[src/rtl/core/pfe_pkg.sv]
// shared types, character codes and helper functions for the postfix evaluator
// no dependencies; used by pfe_dp, pfe_ctrl and the top level
`default_nettype none

package pfe_pkg;

    // ascii codes of the accepted characters
    localparam logic [7:0] CH_ZERO  = 8'h30;
    localparam logic [7:0] CH_PLUS  = 8'h2B;
    localparam logic [7:0] CH_MINUS = 8'h2D;
    localparam logic [7:0] CH_STAR  = 8'h2A;
    localparam logic [7:0] CH_SLASH = 8'h2F;
    localparam logic [7:0] DIGIT_MAX = 8'd9;

    // status codes
    localparam logic [2:0] ST_OK        = 3'd0;
    localparam logic [2:0] ST_UNKNOWN   = 3'd1;
    localparam logic [2:0] ST_UNDERFLOW = 3'd2;
    localparam logic [2:0] ST_DIVZERO   = 3'd3;
    localparam logic [2:0] ST_OVERFLOW  = 3'd4;

    localparam logic signed [63:0] SAT_MAX = 64'sh0000_0000_7FFF_FFFF;
    localparam logic signed [63:0] SAT_MIN = 64'shFFFF_FFFF_8000_0000;

    typedef enum logic [2:0] {
        TK_DIGIT,
        TK_ADD,
        TK_SUB,
        TK_MUL,
        TK_DIV,
        TK_BAD
    } t_tok_kind;

    // commands from the controller to the datapath
    typedef struct packed {
        logic accept;     // latch token and last flag
        logic load_digit; // digit value into result register
        logic unknown;    // flag unknown character, start skipping
        logic pop;        // pop top of stack into read register
        logic load_b;     // right operand from read register
        logic load_a;     // left operand from read register
        logic load_top;   // final value from read register
        logic exec;       // run add, sub, multiply or start the divide
        logic mul_fin;    // scale and saturate the product
        logic div_fin;    // sign and saturate the quotient
        logic push;       // push result register
        logic out_load;   // move final word to the output register, clear state
    } t_dp_cmd;

    // status from the datapath to the controller
    typedef struct packed {
        t_tok_kind kind;
        logic      last;
        logic      skipping;
        logic      b_zero;
        logic      div_busy;
        logic      div_done;
        logic      out_full;
        logic      sp_empty;
        logic      sp_full;
    } t_dp_sts;

    function automatic t_tok_kind decode_token(input logic [7:0] tok);
        logic [7:0] off;
        t_tok_kind  kind;
        begin
            off = tok - CH_ZERO;
            priority if (tok >= CH_ZERO && off <= DIGIT_MAX) begin
                kind = TK_DIGIT;
            end else if (tok == CH_PLUS) begin
                kind = TK_ADD;
            end else if (tok == CH_MINUS) begin
                kind = TK_SUB;
            end else if (tok == CH_STAR) begin
                kind = TK_MUL;
            end else if (tok == CH_SLASH) begin
                kind = TK_DIV;
            end else begin
                kind = TK_BAD;
            end
            return kind;
        end
    endfunction

    function automatic logic signed [31:0] sat32(input logic signed [63:0] v);
        logic signed [31:0] r;
        begin
            priority if (v > SAT_MAX) begin
                r = SAT_MAX[31:0];
            end else if (v < SAT_MIN) begin
                r = SAT_MIN[31:0];
            end else begin
                r = v[31:0];
            end
            return r;
        end
    endfunction

endpackage

`default_nettype wire

[src/rtl/core/pfe_div.sv]
// iterative unsigned restoring divider, one quotient bit per cycle
// no package dependencies; instantiated by pfe_dp
`default_nettype none

module pfe_div #(
    parameter int FRAC_BITS = 16
) (
    input  wire logic                    i_clk,
    input  wire logic                    i_rst_n,
    input  wire logic                    i_start,
    input  wire logic [32+FRAC_BITS-1:0] i_dividend,
    input  wire logic [31:0]             i_divisor,
    output logic      [32+FRAC_BITS-1:0] o_quotient,
    output logic                         o_busy,
    output logic                         o_done
);

    localparam int DW = 32 + FRAC_BITS;
    localparam int CW = $clog2(DW + 1);

    logic          r_busy;
    logic          r_done;
    logic [CW-1:0] r_cnt;
    logic [31:0]   r_rem;
    logic [DW-1:0] r_quo;
    logic [31:0]   r_div;

    logic [32:0] w_sh;
    logic [33:0] w_diff;
    logic        w_ge;

    // shift in the next dividend bit and try the subtract
    assign w_sh   = {r_rem, r_quo[DW-1]};
    assign w_diff = {1'b0, w_sh} - {2'b00, r_div};
    assign w_ge   = ~w_diff[33];

    always_ff @(posedge i_clk) begin
        if (!i_rst_n) begin
            r_busy <= 1'b0;
            r_done <= 1'b0;
            r_cnt  <= '0;
        end else begin
            r_done <= 1'b0;
            if (i_start) begin
                r_busy <= 1'b1;
                r_cnt  <= CW'(DW);
            end else if (r_busy) begin
                r_cnt <= r_cnt - CW'(1);
                if (r_cnt == CW'(1)) begin
                    r_busy <= 1'b0;
                    r_done <= 1'b1;
                end
            end
        end
    end

    always_ff @(posedge i_clk) begin
        if (i_start) begin
            r_rem <= '0;
            r_quo <= i_dividend;
            r_div <= i_divisor;
        end else if (r_busy) begin
            r_rem <= w_ge ? w_diff[31:0] : w_sh[31:0];
            r_quo <= {r_quo[DW-2:0], w_ge};
        end
    end

    assign o_quotient = r_quo;
    assign o_busy     = r_busy;
    assign o_done     = r_done;

endmodule

`default_nettype wire

[src/rtl/core/pfe_dp.sv]
// datapath: operand stack memory, stack pointer, sticky status, alu and output register
// depends on pfe_pkg and pfe_div
`default_nettype none

module pfe_dp #(
    parameter int STACK_DEPTH = 16,
    parameter int FRAC_BITS   = 16
) (
    input  wire logic               i_clk,
    input  wire logic               i_rst_n,
    input  wire logic [7:0]         i_token,
    input  wire logic               i_last,
    input  wire pfe_pkg::t_dp_cmd   i_cmd,
    output pfe_pkg::t_dp_sts        o_sts,
    output logic signed [31:0]      o_value,
    output logic [2:0]              o_status,
    output logic                    o_out_valid,
    input  wire logic               i_out_ready
);

    localparam int AW = $clog2(STACK_DEPTH);
    localparam int SPW = $clog2(STACK_DEPTH + 1);
    localparam int DW = 32 + FRAC_BITS;
    localparam logic signed [63:0] BIAS = (64'sd1 <<< FRAC_BITS) - 64'sd1;

    logic signed [31:0] r_mem [STACK_DEPTH];

    // control state
    logic [SPW-1:0] r_sp;
    logic [2:0]     r_err;
    logic           r_skip;
    logic           r_out_valid;

    // payload
    logic [7:0]         r_tok;
    logic               r_last;
    logic               r_empty;
    logic signed [31:0] r_rdata;
    logic signed [31:0] r_a;
    logic signed [31:0] r_b;
    logic signed [31:0] r_res;
    logic signed [63:0] r_prod;
    logic               r_neg;
    logic signed [31:0] r_out_value;
    logic [2:0]         r_out_status;

    pfe_pkg::t_tok_kind w_kind;
    logic               w_sp_empty;
    logic               w_sp_full;
    logic [SPW-1:0]     w_spm1;
    logic [7:0]         w_off;
    logic               w_b_zero;
    logic               w_flag_en;
    logic [2:0]         w_flag_code;
    logic [31:0]        w_mag_a;
    logic [31:0]        w_mag_b;
    logic               w_div_start;
    logic [DW-1:0]      w_quo;
    logic               w_div_busy;
    logic               w_div_done;
    logic signed [63:0] w_mul_sh;
    logic signed [63:0] w_qs;

    assign w_kind     = pfe_pkg::decode_token(r_tok);
    assign w_sp_empty = (r_sp == '0);
    assign w_sp_full  = (r_sp == SPW'(STACK_DEPTH));
    assign w_spm1     = r_sp - SPW'(1);
    assign w_off      = r_tok - pfe_pkg::CH_ZERO;
    assign w_b_zero   = (r_b == '0);

    // at most one error source is active in any cycle
    always_comb begin
        w_flag_en   = 1'b0;
        w_flag_code = pfe_pkg::ST_OK;
        priority if (i_cmd.unknown) begin
            w_flag_en   = 1'b1;
            w_flag_code = pfe_pkg::ST_UNKNOWN;
        end else if (i_cmd.pop && w_sp_empty) begin
            w_flag_en   = 1'b1;
            w_flag_code = pfe_pkg::ST_UNDERFLOW;
        end else if (i_cmd.exec && w_kind == pfe_pkg::TK_DIV && w_b_zero) begin
            w_flag_en   = 1'b1;
            w_flag_code = pfe_pkg::ST_DIVZERO;
        end else if (i_cmd.push && w_sp_full) begin
            w_flag_en   = 1'b1;
            w_flag_code = pfe_pkg::ST_OVERFLOW;
        end else begin
            w_flag_en   = 1'b0;
        end
    end

    // magnitudes for the divider, most negative input maps to 2^31
    assign w_mag_a     = r_a[31] ? (~r_a + 32'd1) : r_a;
    assign w_mag_b     = r_b[31] ? (~r_b + 32'd1) : r_b;
    assign w_div_start = i_cmd.exec && (w_kind == pfe_pkg::TK_DIV) && !w_b_zero;

    pfe_div #(
        .FRAC_BITS (FRAC_BITS)
    ) u_div (
        .i_clk      (i_clk),
        .i_rst_n    (i_rst_n),
        .i_start    (w_div_start),
        .i_dividend (DW'(w_mag_a) << FRAC_BITS),
        .i_divisor  (w_mag_b),
        .o_quotient (w_quo),
        .o_busy     (w_div_busy),
        .o_done     (w_div_done)
    );

    // product scaled down, rounding toward zero
    assign w_mul_sh = (r_prod + (r_prod[63] ? BIAS : 64'sd0)) >>> FRAC_BITS;
    assign w_qs     = $signed(64'(w_quo));

    always_ff @(posedge i_clk) begin
        if (!i_rst_n) begin
            r_sp        <= '0;
            r_err       <= pfe_pkg::ST_OK;
            r_skip      <= 1'b0;
            r_out_valid <= 1'b0;
        end else begin
            if (i_cmd.out_load) begin
                r_out_valid <= 1'b1;
            end else if (i_out_ready) begin
                r_out_valid <= 1'b0;
            end
            if (i_cmd.out_load) begin
                r_sp   <= '0;
                r_err  <= pfe_pkg::ST_OK;
                r_skip <= 1'b0;
            end else begin
                if (w_flag_en && r_err == pfe_pkg::ST_OK) begin
                    r_err <= w_flag_code;
                end
                if (i_cmd.unknown) begin
                    r_skip <= 1'b1;
                end
                if (i_cmd.pop && !w_sp_empty) begin
                    r_sp <= w_spm1;
                end else if (i_cmd.push && !w_sp_full) begin
                    r_sp <= r_sp + SPW'(1);
                end
            end
        end
    end

    always_ff @(posedge i_clk) begin
        if (i_cmd.accept) begin
            r_tok  <= i_token;
            r_last <= i_last;
        end
        if (i_cmd.pop) begin
            r_empty <= w_sp_empty;
            if (!w_sp_empty) begin
                r_rdata <= r_mem[w_spm1[AW-1:0]];
            end
        end
        if (i_cmd.load_b) begin
            r_b <= r_empty ? 32'sd0 : r_rdata;
        end
        if (i_cmd.load_a) begin
            r_a <= r_empty ? 32'sd0 : r_rdata;
        end
        if (i_cmd.exec) begin
            r_neg <= r_a[31] ^ r_b[31];
        end
        priority if (i_cmd.load_digit) begin
            r_res <= $signed(32'(w_off[3:0]) << FRAC_BITS);
        end else if (i_cmd.load_top) begin
            r_res <= r_empty ? 32'sd0 : r_rdata;
        end else if (i_cmd.exec) begin
            unique case (w_kind)
                pfe_pkg::TK_ADD: r_res <= pfe_pkg::sat32(64'(r_a) + 64'(r_b));
                pfe_pkg::TK_SUB: r_res <= pfe_pkg::sat32(64'(r_a) - 64'(r_b));
                pfe_pkg::TK_MUL: r_prod <= r_a * r_b;
                default:         r_res <= 32'sd0; // divide by zero result
            endcase
        end else if (i_cmd.mul_fin) begin
            r_res <= pfe_pkg::sat32(w_mul_sh);
        end else if (i_cmd.div_fin) begin
            r_res <= pfe_pkg::sat32(r_neg ? -w_qs : w_qs);
        end else begin
            r_res <= r_res;
        end
        if (i_cmd.out_load) begin
            r_out_value  <= r_skip ? 32'sd0 : r_res;
            r_out_status <= r_err;
        end
    end

    // stack memory write port
    always_ff @(posedge i_clk) begin
        if (i_cmd.push && !w_sp_full) begin
            r_mem[r_sp[AW-1:0]] <= r_res;
        end
    end

    always_comb begin
        o_sts.kind     = w_kind;
        o_sts.last     = r_last;
        o_sts.skipping = r_skip;
        o_sts.b_zero   = w_b_zero;
        o_sts.div_busy = w_div_busy;
        o_sts.div_done = w_div_done;
        o_sts.out_full = r_out_valid;
        o_sts.sp_empty = w_sp_empty;
        o_sts.sp_full  = w_sp_full;
    end

    assign o_value     = r_out_value;
    assign o_status    = r_out_status;
    assign o_out_valid = r_out_valid;

endmodule

`default_nettype wire

[src/rtl/core/pfe_ctrl.sv]
// controller state machine sequencing each character through the datapath
// depends on pfe_pkg
`default_nettype none

module pfe_ctrl (
    input  wire logic             i_clk,
    input  wire logic             i_rst_n,
    input  wire logic             i_in_valid,
    output logic                  o_in_ready,
    input  wire pfe_pkg::t_dp_sts i_sts,
    output pfe_pkg::t_dp_cmd      o_cmd
);

    typedef enum logic [3:0] {
        S_IDLE,
        S_DECODE,
        S_POP_B,
        S_LD_B,
        S_POP_A,
        S_LD_A,
        S_EXEC,
        S_MUL,
        S_DIV_WAIT,
        S_DIV_FIN,
        S_PUSH,
        S_END,
        S_FPOP,
        S_FLD,
        S_OUT
    } t_state;

    t_state r_state;
    t_state n_state;

    always_comb begin
        n_state = r_state;
        o_cmd   = '0;
        unique case (r_state)
            S_IDLE: begin
                o_cmd.accept = i_in_valid;
                if (i_in_valid) begin
                    n_state = S_DECODE;
                end
            end
            S_DECODE: begin
                if (i_sts.skipping) begin
                    n_state = S_END;
                end else begin
                    unique case (i_sts.kind)
                        pfe_pkg::TK_DIGIT: begin
                            o_cmd.load_digit = 1'b1;
                            n_state = S_PUSH;
                        end
                        pfe_pkg::TK_BAD: begin
                            o_cmd.unknown = 1'b1;
                            n_state = S_END;
                        end
                        default: n_state = S_POP_B;
                    endcase
                end
            end
            S_POP_B: begin
                o_cmd.pop = 1'b1;
                n_state = S_LD_B;
            end
            S_LD_B: begin
                o_cmd.load_b = 1'b1;
                n_state = S_POP_A;
            end
            S_POP_A: begin
                o_cmd.pop = 1'b1;
                n_state = S_LD_A;
            end
            S_LD_A: begin
                o_cmd.load_a = 1'b1;
                n_state = S_EXEC;
            end
            S_EXEC: begin
                o_cmd.exec = 1'b1;
                priority if (i_sts.kind == pfe_pkg::TK_MUL) begin
                    n_state = S_MUL;
                end else if (i_sts.kind == pfe_pkg::TK_DIV && !i_sts.b_zero) begin
                    n_state = S_DIV_WAIT;
                end else begin
                    n_state = S_PUSH;
                end
            end
            S_MUL: begin
                o_cmd.mul_fin = 1'b1;
                n_state = S_PUSH;
            end
            S_DIV_WAIT: begin
                if (i_sts.div_done) begin
                    n_state = S_DIV_FIN;
                end
            end
            S_DIV_FIN: begin
                o_cmd.div_fin = 1'b1;
                n_state = S_PUSH;
            end
            S_PUSH: begin
                o_cmd.push = 1'b1;
                n_state = S_END;
            end
            S_END: begin
                priority if (!i_sts.last) begin
                    n_state = S_IDLE;
                end else if (i_sts.skipping) begin
                    n_state = S_OUT;
                end else begin
                    n_state = S_FPOP;
                end
            end
            S_FPOP: begin
                o_cmd.pop = 1'b1;
                n_state = S_FLD;
            end
            S_FLD: begin
                o_cmd.load_top = 1'b1;
                n_state = S_OUT;
            end
            S_OUT: begin
                if (!i_sts.out_full) begin
                    o_cmd.out_load = 1'b1;
                    n_state = S_IDLE;
                end
            end
            default: n_state = S_IDLE;
        endcase
    end

    always_ff @(posedge i_clk) begin
        if (!i_rst_n) begin
            r_state <= S_IDLE;
        end else begin
            r_state <= n_state;
        end
    end

    assign o_in_ready = (r_state == S_IDLE);

endmodule

`default_nettype wire

[src/rtl/core/postfix_expression_evaluator.sv]
// top level of the postfix (reverse polish) expression evaluator
// depends on pfe_pkg, pfe_ctrl, pfe_dp (which holds pfe_div)
`default_nettype none

// Evaluates a postfix expression sent one ascii character per input word, with
// s_axis_tlast on the final character. Digits '0'..'9' push their value in signed
// fixed point with FRAC_BITS fraction bits (Q16.16 by default); + - * / pop the
// right then the left operand and push the result. Add, subtract, multiply and
// divide saturate to 32 bits, multiply and divide truncate toward zero. The last
// character yields one output word: the popped top of stack in m_axis_tdata and a
// status code in m_axis_tuser (0 ok, 1 unknown character, 2 underflow, 3 divide
// by zero, 4 overflow). Status is sticky, the first error of an expression wins;
// after an unknown character the rest of the expression is ignored and the value
// is 0. A missing operand reads as 0, a push onto a full stack is dropped. The
// stack and status clear after each expression; no clearing pass is needed after
// reset. One character is in work at a time, counted from its accept to the next
// ready: a digit is decoded and pushed; + - * / pop the right then the left
// operand, run and push; * adds a scaling step, / by nonzero waits for the divider
// (one quotient bit per cycle over 32+FRAC_BITS bits) and then fixes the sign. The
// last character adds a final pop and output load (only the output load once an
// unknown character was seen), and the load waits while the previous word is still
// in the output register. The finished word sits in an output register, so the
// next expression can start while it waits to be taken.

module postfix_expression_evaluator #(
    parameter int STACK_DEPTH = 16,  // 2 to 256 operands
    parameter int FRAC_BITS   = 16   // 0 to 24 fraction bits
) (
    input  wire logic        i_clk,
    input  wire logic        i_rst_n,
    // input characters
    input  wire logic        s_axis_tvalid,
    output logic             s_axis_tready,
    input  wire logic [7:0]  s_axis_tdata,   // [7:0] token
    input  wire logic        s_axis_tlast,   // last character of the expression
    // results
    output logic             m_axis_tvalid,
    input  wire logic        m_axis_tready,
    output logic signed [31:0] m_axis_tdata, // [31:0] value, signed fixed point
    output logic [2:0]       m_axis_tuser    // [2:0] status
);

    pfe_pkg::t_dp_cmd w_cmd;
    pfe_pkg::t_dp_sts w_sts;

    // sequencer: one state per datapath step
    pfe_ctrl u_ctrl (
        .i_clk      (i_clk),
        .i_rst_n    (i_rst_n),
        .i_in_valid (s_axis_tvalid),
        .o_in_ready (s_axis_tready),
        .i_sts      (w_sts),
        .o_cmd      (w_cmd)
    );

    // stack, alu, divider and output register
    pfe_dp #(
        .STACK_DEPTH (STACK_DEPTH),
        .FRAC_BITS   (FRAC_BITS)
    ) u_dp (
        .i_clk       (i_clk),
        .i_rst_n     (i_rst_n),
        .i_token     (s_axis_tdata),
        .i_last      (s_axis_tlast),
        .i_cmd       (w_cmd),
        .o_sts       (w_sts),
        .o_value     (m_axis_tdata),
        .o_status    (m_axis_tuser),
        .o_out_valid (m_axis_tvalid),
        .i_out_ready (m_axis_tready)
    );

    // the divider only runs while the controller waits in the middle of a word
    a_div_idle_when_ready: assert property (@(posedge i_clk) disable iff (!i_rst_n)
        s_axis_tready |-> !w_sts.div_busy)
        else $error("divider busy while accepting a new word");

    // the stack never reads as both empty and full
    a_sp_sane: assert property (@(posedge i_clk) disable iff (!i_rst_n)
        !(w_sts.sp_empty && w_sts.sp_full))
        else $error("stack pointer both empty and full");

    // loading the output word presents it and leaves an empty stack
    a_out_load: assert property (@(posedge i_clk) disable iff (!i_rst_n)
        w_cmd.out_load |=> (m_axis_tvalid && w_sts.sp_empty && !w_sts.skipping))
        else $error("output load did not present the word or clear the stack");

    // status codes stay in the defined range
    a_status_range: assert property (@(posedge i_clk) disable iff (!i_rst_n)
        m_axis_tvalid |-> (m_axis_tuser <= pfe_pkg::ST_OVERFLOW))
        else $error("undefined status code on output");

endmodule

`default_nettype wire
[config.mk]
export PLATFORM = sky130hd
export DESIGN_NAME = postfix_expression_evaluator
export DESIGN_NICKNAME = d
export VERILOG_FILES = /design/src/rtl/core/pfe_pkg.sv /design/src/rtl/core/pfe_div.sv /design/src/rtl/core/pfe_dp.sv /design/src/rtl/core/pfe_ctrl.sv /design/src/rtl/core/postfix_expression_evaluator.sv
export SDC_FILE = /design/constraint.sdc
export NUM_CORES = 2
export LEC_CHECK = 0
export ABC_AREA = 1
export BUFFER_PORTS_ARGS = -buffer_cell sky130_fd_sc_hd__buf_2
export CELL_PAD_IN_SITES_DETAIL_PLACEMENT = 1
export CELL_PAD_IN_SITES_GLOBAL_PLACEMENT = 1
export CORE_MARGIN = 2
export CORE_UTILIZATION = 46
export DETAILED_ROUTE_END_ITERATION = 8
export GPL_TIMING_DRIVEN = 0
export PLACE_DENSITY = 0.83
export SYNTH_ARGS = -nofsm -noshare
export SYNTH_HDL_FRONTEND = slang
export SYNTH_SLANG_ARGS = --single-unit
export TNS_END_PERCENT = 20
[constraint.sdc]
create_clock -name i_clk -period 7.4 [get_ports i_clk]
set_input_delay 1.48 -clock i_clk [delete_from_list [all_inputs] [get_ports i_clk]]
set_output_delay 1.48 -clock i_clk [all_outputs]
set_load 0.01 [all_outputs]
==> impl_metrics.env <==
export IMPL_grt_pass1_vias=81097
export IMPL_dp_hpwl_um=299000
export IMPL_drv_slew=15
export IMPL_syn_cell_area_um2=84100
export IMPL_fin_tns_setup_ps=-14110
export IMPL_worst_pin_slew_ps=1620
export IMPL_fmax_mhz=124
export IMPL_hold_viol=0
export IMPL_fin_crit_sh_pct=109
export IMPL_postSynthCellCount=9724
export IMPL_startpoint_type="flop"
export IMPL_drt_initial_drc_count=8513
export IMPL_layout_common_cells="inv_1, nand2_1, fa_1"
export IMPL_antenna_found_initial=27
export IMPL_ff_latch_area_um2=25600
export IMPL_fin_util_pct=53.8
export IMPL_grt_pass1_wl_um=553000
export IMPL_drc_errors=0
export IMPL_synth_seq_cells=884
export IMPL_reg2reg_depth=27
export IMPL_whs_path_depth=2
export IMPL_placement_io_buffers=49
export IMPL_multi_input_area_um2=50200
export IMPL_grt_max_degree=42
export IMPL_initial_core_util_pct=46.4
export IMPL_synth_edf_count=786
export IMPL_ios=50
export IMPL_timing_final_crit_period_ps=8070
export IMPL_rsz0062_at_grt="yes"
export IMPL_clockBufferDepth=3
export IMPL_status="complete, but fails checks"
export IMPL_async_flop_share_pct=0
export IMPL_final_common_cell="inv_1"
export IMPL_via_per_inst=6.02
export IMPL_drive_gt1_share_pct=12.5
export IMPL_setup_slack_ps=-671
export IMPL_post_drt_wl_per_cell_um=31.2
export IMPL_die_w_um=432
export IMPL_syn_area_per_cell_um2=8.65
export IMPL_fin_nets=11522
export IMPL_path_class="reg -> reg"
export IMPL_dieArea_um2=186000
export IMPL_htreeDepth=3
export IMPL_ant_nets=0
export IMPL_hp_start="u_dp.u_div.r_rem[24]$_SDFFE_PP0P_"
export IMPL_gp_congestion=1.07
export IMPL_die_y_um=432
export IMPL_synth_flop_cell="edfxtp_1"
export IMPL_maxCapViolations=2
export IMPL_hold_path_end="u_dp.u_div.r_rem[24]$_SDFFE_PP0P_"
export IMPL_violations="max-capacitance violations, max-slew violations, negative setup slack"
export IMPL_drt_wl_total_um=393000
export IMPL_root_buffer="clkbuf_16"
export IMPL_rows=156
export IMPL_r2r_start="u_dp.r_a[17]$_DFFE_PP_"
export IMPL_grt_overflow=0
export IMPL_grtUsageTotal_pct=41.5
export IMPL_yosysWarnings=0
export IMPL_numClockSinks=884
export IMPL_endpoint_kind="flop"
export IMPL_dr_pass1_iters=6
export IMPL_coreArea_um2=181000
export IMPL_slew_headroom_pct=-8.52
export IMPL_num_fill_cells=20777
export IMPL_cp_arrival_ps=8540
export IMPL_cts_buffers=96
export IMPL_worst_ep_required_time_ps=7870
export IMPL_critPathMaxFanout=5
export IMPL_area_growth_pct=16.0
export IMPL_insertion_delay_ps=810
export IMPL_clk_pin_slew_worst_paths_ps=60
export IMPL_vias=75751
export IMPL_r2r_end="u_dp.r_prod[53]$_DFFE_PP_"
export IMPL_synth_cell_types=70
export IMPL_cts_tree="done"
export IMPL_finalSetupViolCount=35
export IMPL_skew_ps=115
export IMPL_yosysSeqAreaShare_pct=30.4
export IMPL_min_path_type="reg -> reg"
export IMPL_synth_fp_nets=11128
export IMPL_r2r_setup_slack_ps=-670
export IMPL_post_place_ws_ps=-2620
[how the worst max path moves through the flow]
stage | startpoint | to | depth (start not counted)
CTS | u_dp.r_a[31]$_DFFE_PP_ | u_dp.r_prod[61]$_DFFE_PP_ | 30
floorplan | u_dp.r_a[31]$_DFFE_PP_ | u_dp.r_prod[61]$_DFFE_PP_ | 25
detailed placement | u_dp.r_b[31]$_DFFE_PP_ | u_dp.r_prod[62]$_DFFE_PP_ | 27
finish | u_dp.r_a[17]$_DFFE_PP_ | u_dp.r_prod[53]$_DFFE_PP_ | 27
global route | u_dp.r_b[11]$_DFFE_PP_ | u_dp.r_prod[51]$_DFFE_PP_ | 28
global placement | u_dp.r_b[31]$_DFFE_PP_ | u_dp.r_prod[58]$_DFFE_PP_ | 27
[Yosys cell counts (9+ instances only)]
| cell type | count | area share, % |
|---|---|---|
| o32ai_1 | 34 | 0.35 |
| a21boi_0 | 10 | 0.089 |
| ha_1 | 306 | 4.6 |
| nand3_1 | 265 | 1.6 |
| a21o_1 | 13 | 0.12 |
| o21ai_0 | 415 | 2.5 |
| buf_6 | 13 | 0.17 |
| inv_1 | 2197 | 9.8 |
| buf_2 | 43 | 0.26 |
| o221ai_1 | 35 | 0.36 |
| o21ai_1 | 33 | 0.20 |
| o211ai_1 | 17 | 0.15 |
| a21oi_2 | 31 | 0.32 |
| o21bai_1 | 17 | 0.15 |
| xnor2_1 | 62 | 0.65 |
| fa_1 | 1085 | 26 |
| nand4_1 | 55 | 0.41 |
| nor3_1 | 95 | 0.57 |
| buf_1 | 29 | 0.13 |
| xor2_1 | 168 | 1.7 |
| nand2_2 | 17 | 0.13 |
| nor3_2 | 9 | 0.11 |
| a21oi_1 | 300 | 1.8 |
| nor4_1 | 16 | 0.12 |
| a31oi_1 | 32 | 0.24 |
| o31ai_1 | 9 | 0.080 |
| mux2i_1 | 66 | 0.79 |
| nor2_1 | 874 | 3.9 |
| nand2_1 | 1980 | 8.8 |
| buf_4 | 16 | 0.14 |
| nor2_2 | 20 | 0.15 |
| inv_2 | 17 | 0.076 |
| clkbuf_1 | 362 | 1.6 |
| o22ai_1 | 101 | 0.75 |
| dfxtp_1 | 98 | 2.3 |
| edfxtp_1 | 786 | 28 |
[registers in the layout, indices dropped and copies added (netlist names), 5 cells and up]
name                   count
u_dp.u_div.r_cnt           6
u_dp.r_b                  32
u_dp.u_div.r_rem          32
u_dp.o_value              32
u_dp.r_mem               512
u_dp.r_tok                 8
u_dp.r_sp                  5
u_dp.r_rdata              32
u_dp.r_res                32
u_dp.r_a                  32
u_dp.u_div.r_div          32
u_dp.u_div.o_quotient     48
u_dp.r_prod               64
[cell type report]
cell class                      count  area share, %
Multi-Input combinational cell   6160           51.4
Sequential cell                   884           26.2
Clock inverter                     62          0.847
Inverter                         2216           8.56
Buffer                            461           4.63
Clock buffer                      115           2.56
Timing Repair Buffer              299           2.73
Antenna cell                       19         0.0487
Tap cell                         2370           3.04
[what timing repair did]
item	4_1_cts	5_1_grt
hold endpoints to repair	0	0
hold buffers	0	0
pin swaps	207	118
cloned	2	1
setup endpoints to repair	54	44
gates resized for setup	1007	236
setup buffers	124	95
[metrics by stage]
stage | hold slack [ps] | instances | area, um^2
final | 481 | 12586 | 97600
after CTS | 480 | 12474 | 96000
after global routing | 506 | 12568 | 97600
after global placement | 449 | 12143 | 87500
after floorplan | 431 | 9724 | 84300
after detailed placement | 465 | 12172 | 88100
[logic make-up after synthesis]
kind of cell | Yosys count | synth area share, %
buffers and inverters | 2680 | 12.2
muxes | 66 | 0.785
xor gates and xnor gates | 230 | 2.39
and+or+nand+nor | 3381 | 16.3
AOI/OAI and AO/OA | 1092 | 7.55
DFF | 884 | 30.4
adders and majority gates | 1391 | 30.4
[worst max-delay path, cell delays in order (launching register included)]
cell and delay [ps]:
edfxtp_1 390, buf_6 160, buf_4 130, buf_4 130, ha_1 220, inv_2 220, fa_1 540, fa_2 550
inv_1 50, fa_2 550, fa_2 500, fa_2 590, fa_2 450, fa_2 600, inv_1 80, fa_1 560
inv_1 70, ha_4 250, a21oi_1 170, inv_1 100, a31oi_2 220, a21boi_2 260, o21ai_2 120, a221oi_4 310
o21ai_4 160, buf_4 160, buf_4 120, xor2_1 130
[metal layers]
layer / global-route usage [%] / vias to the layer above / share of wire [%]
met2: 64.5 / 4988 / 44
met3: 12.5 / 1895 / 11
met4: 36.7 / 20 / 11
met5: 0.156 / - / 0.031
met1: 46.2 / 38179 / 33
li1: - / 30669 / -
Power is not shown: default switching activity piles up to over one toggle a cycle in this logic, so the estimate is an artifact.
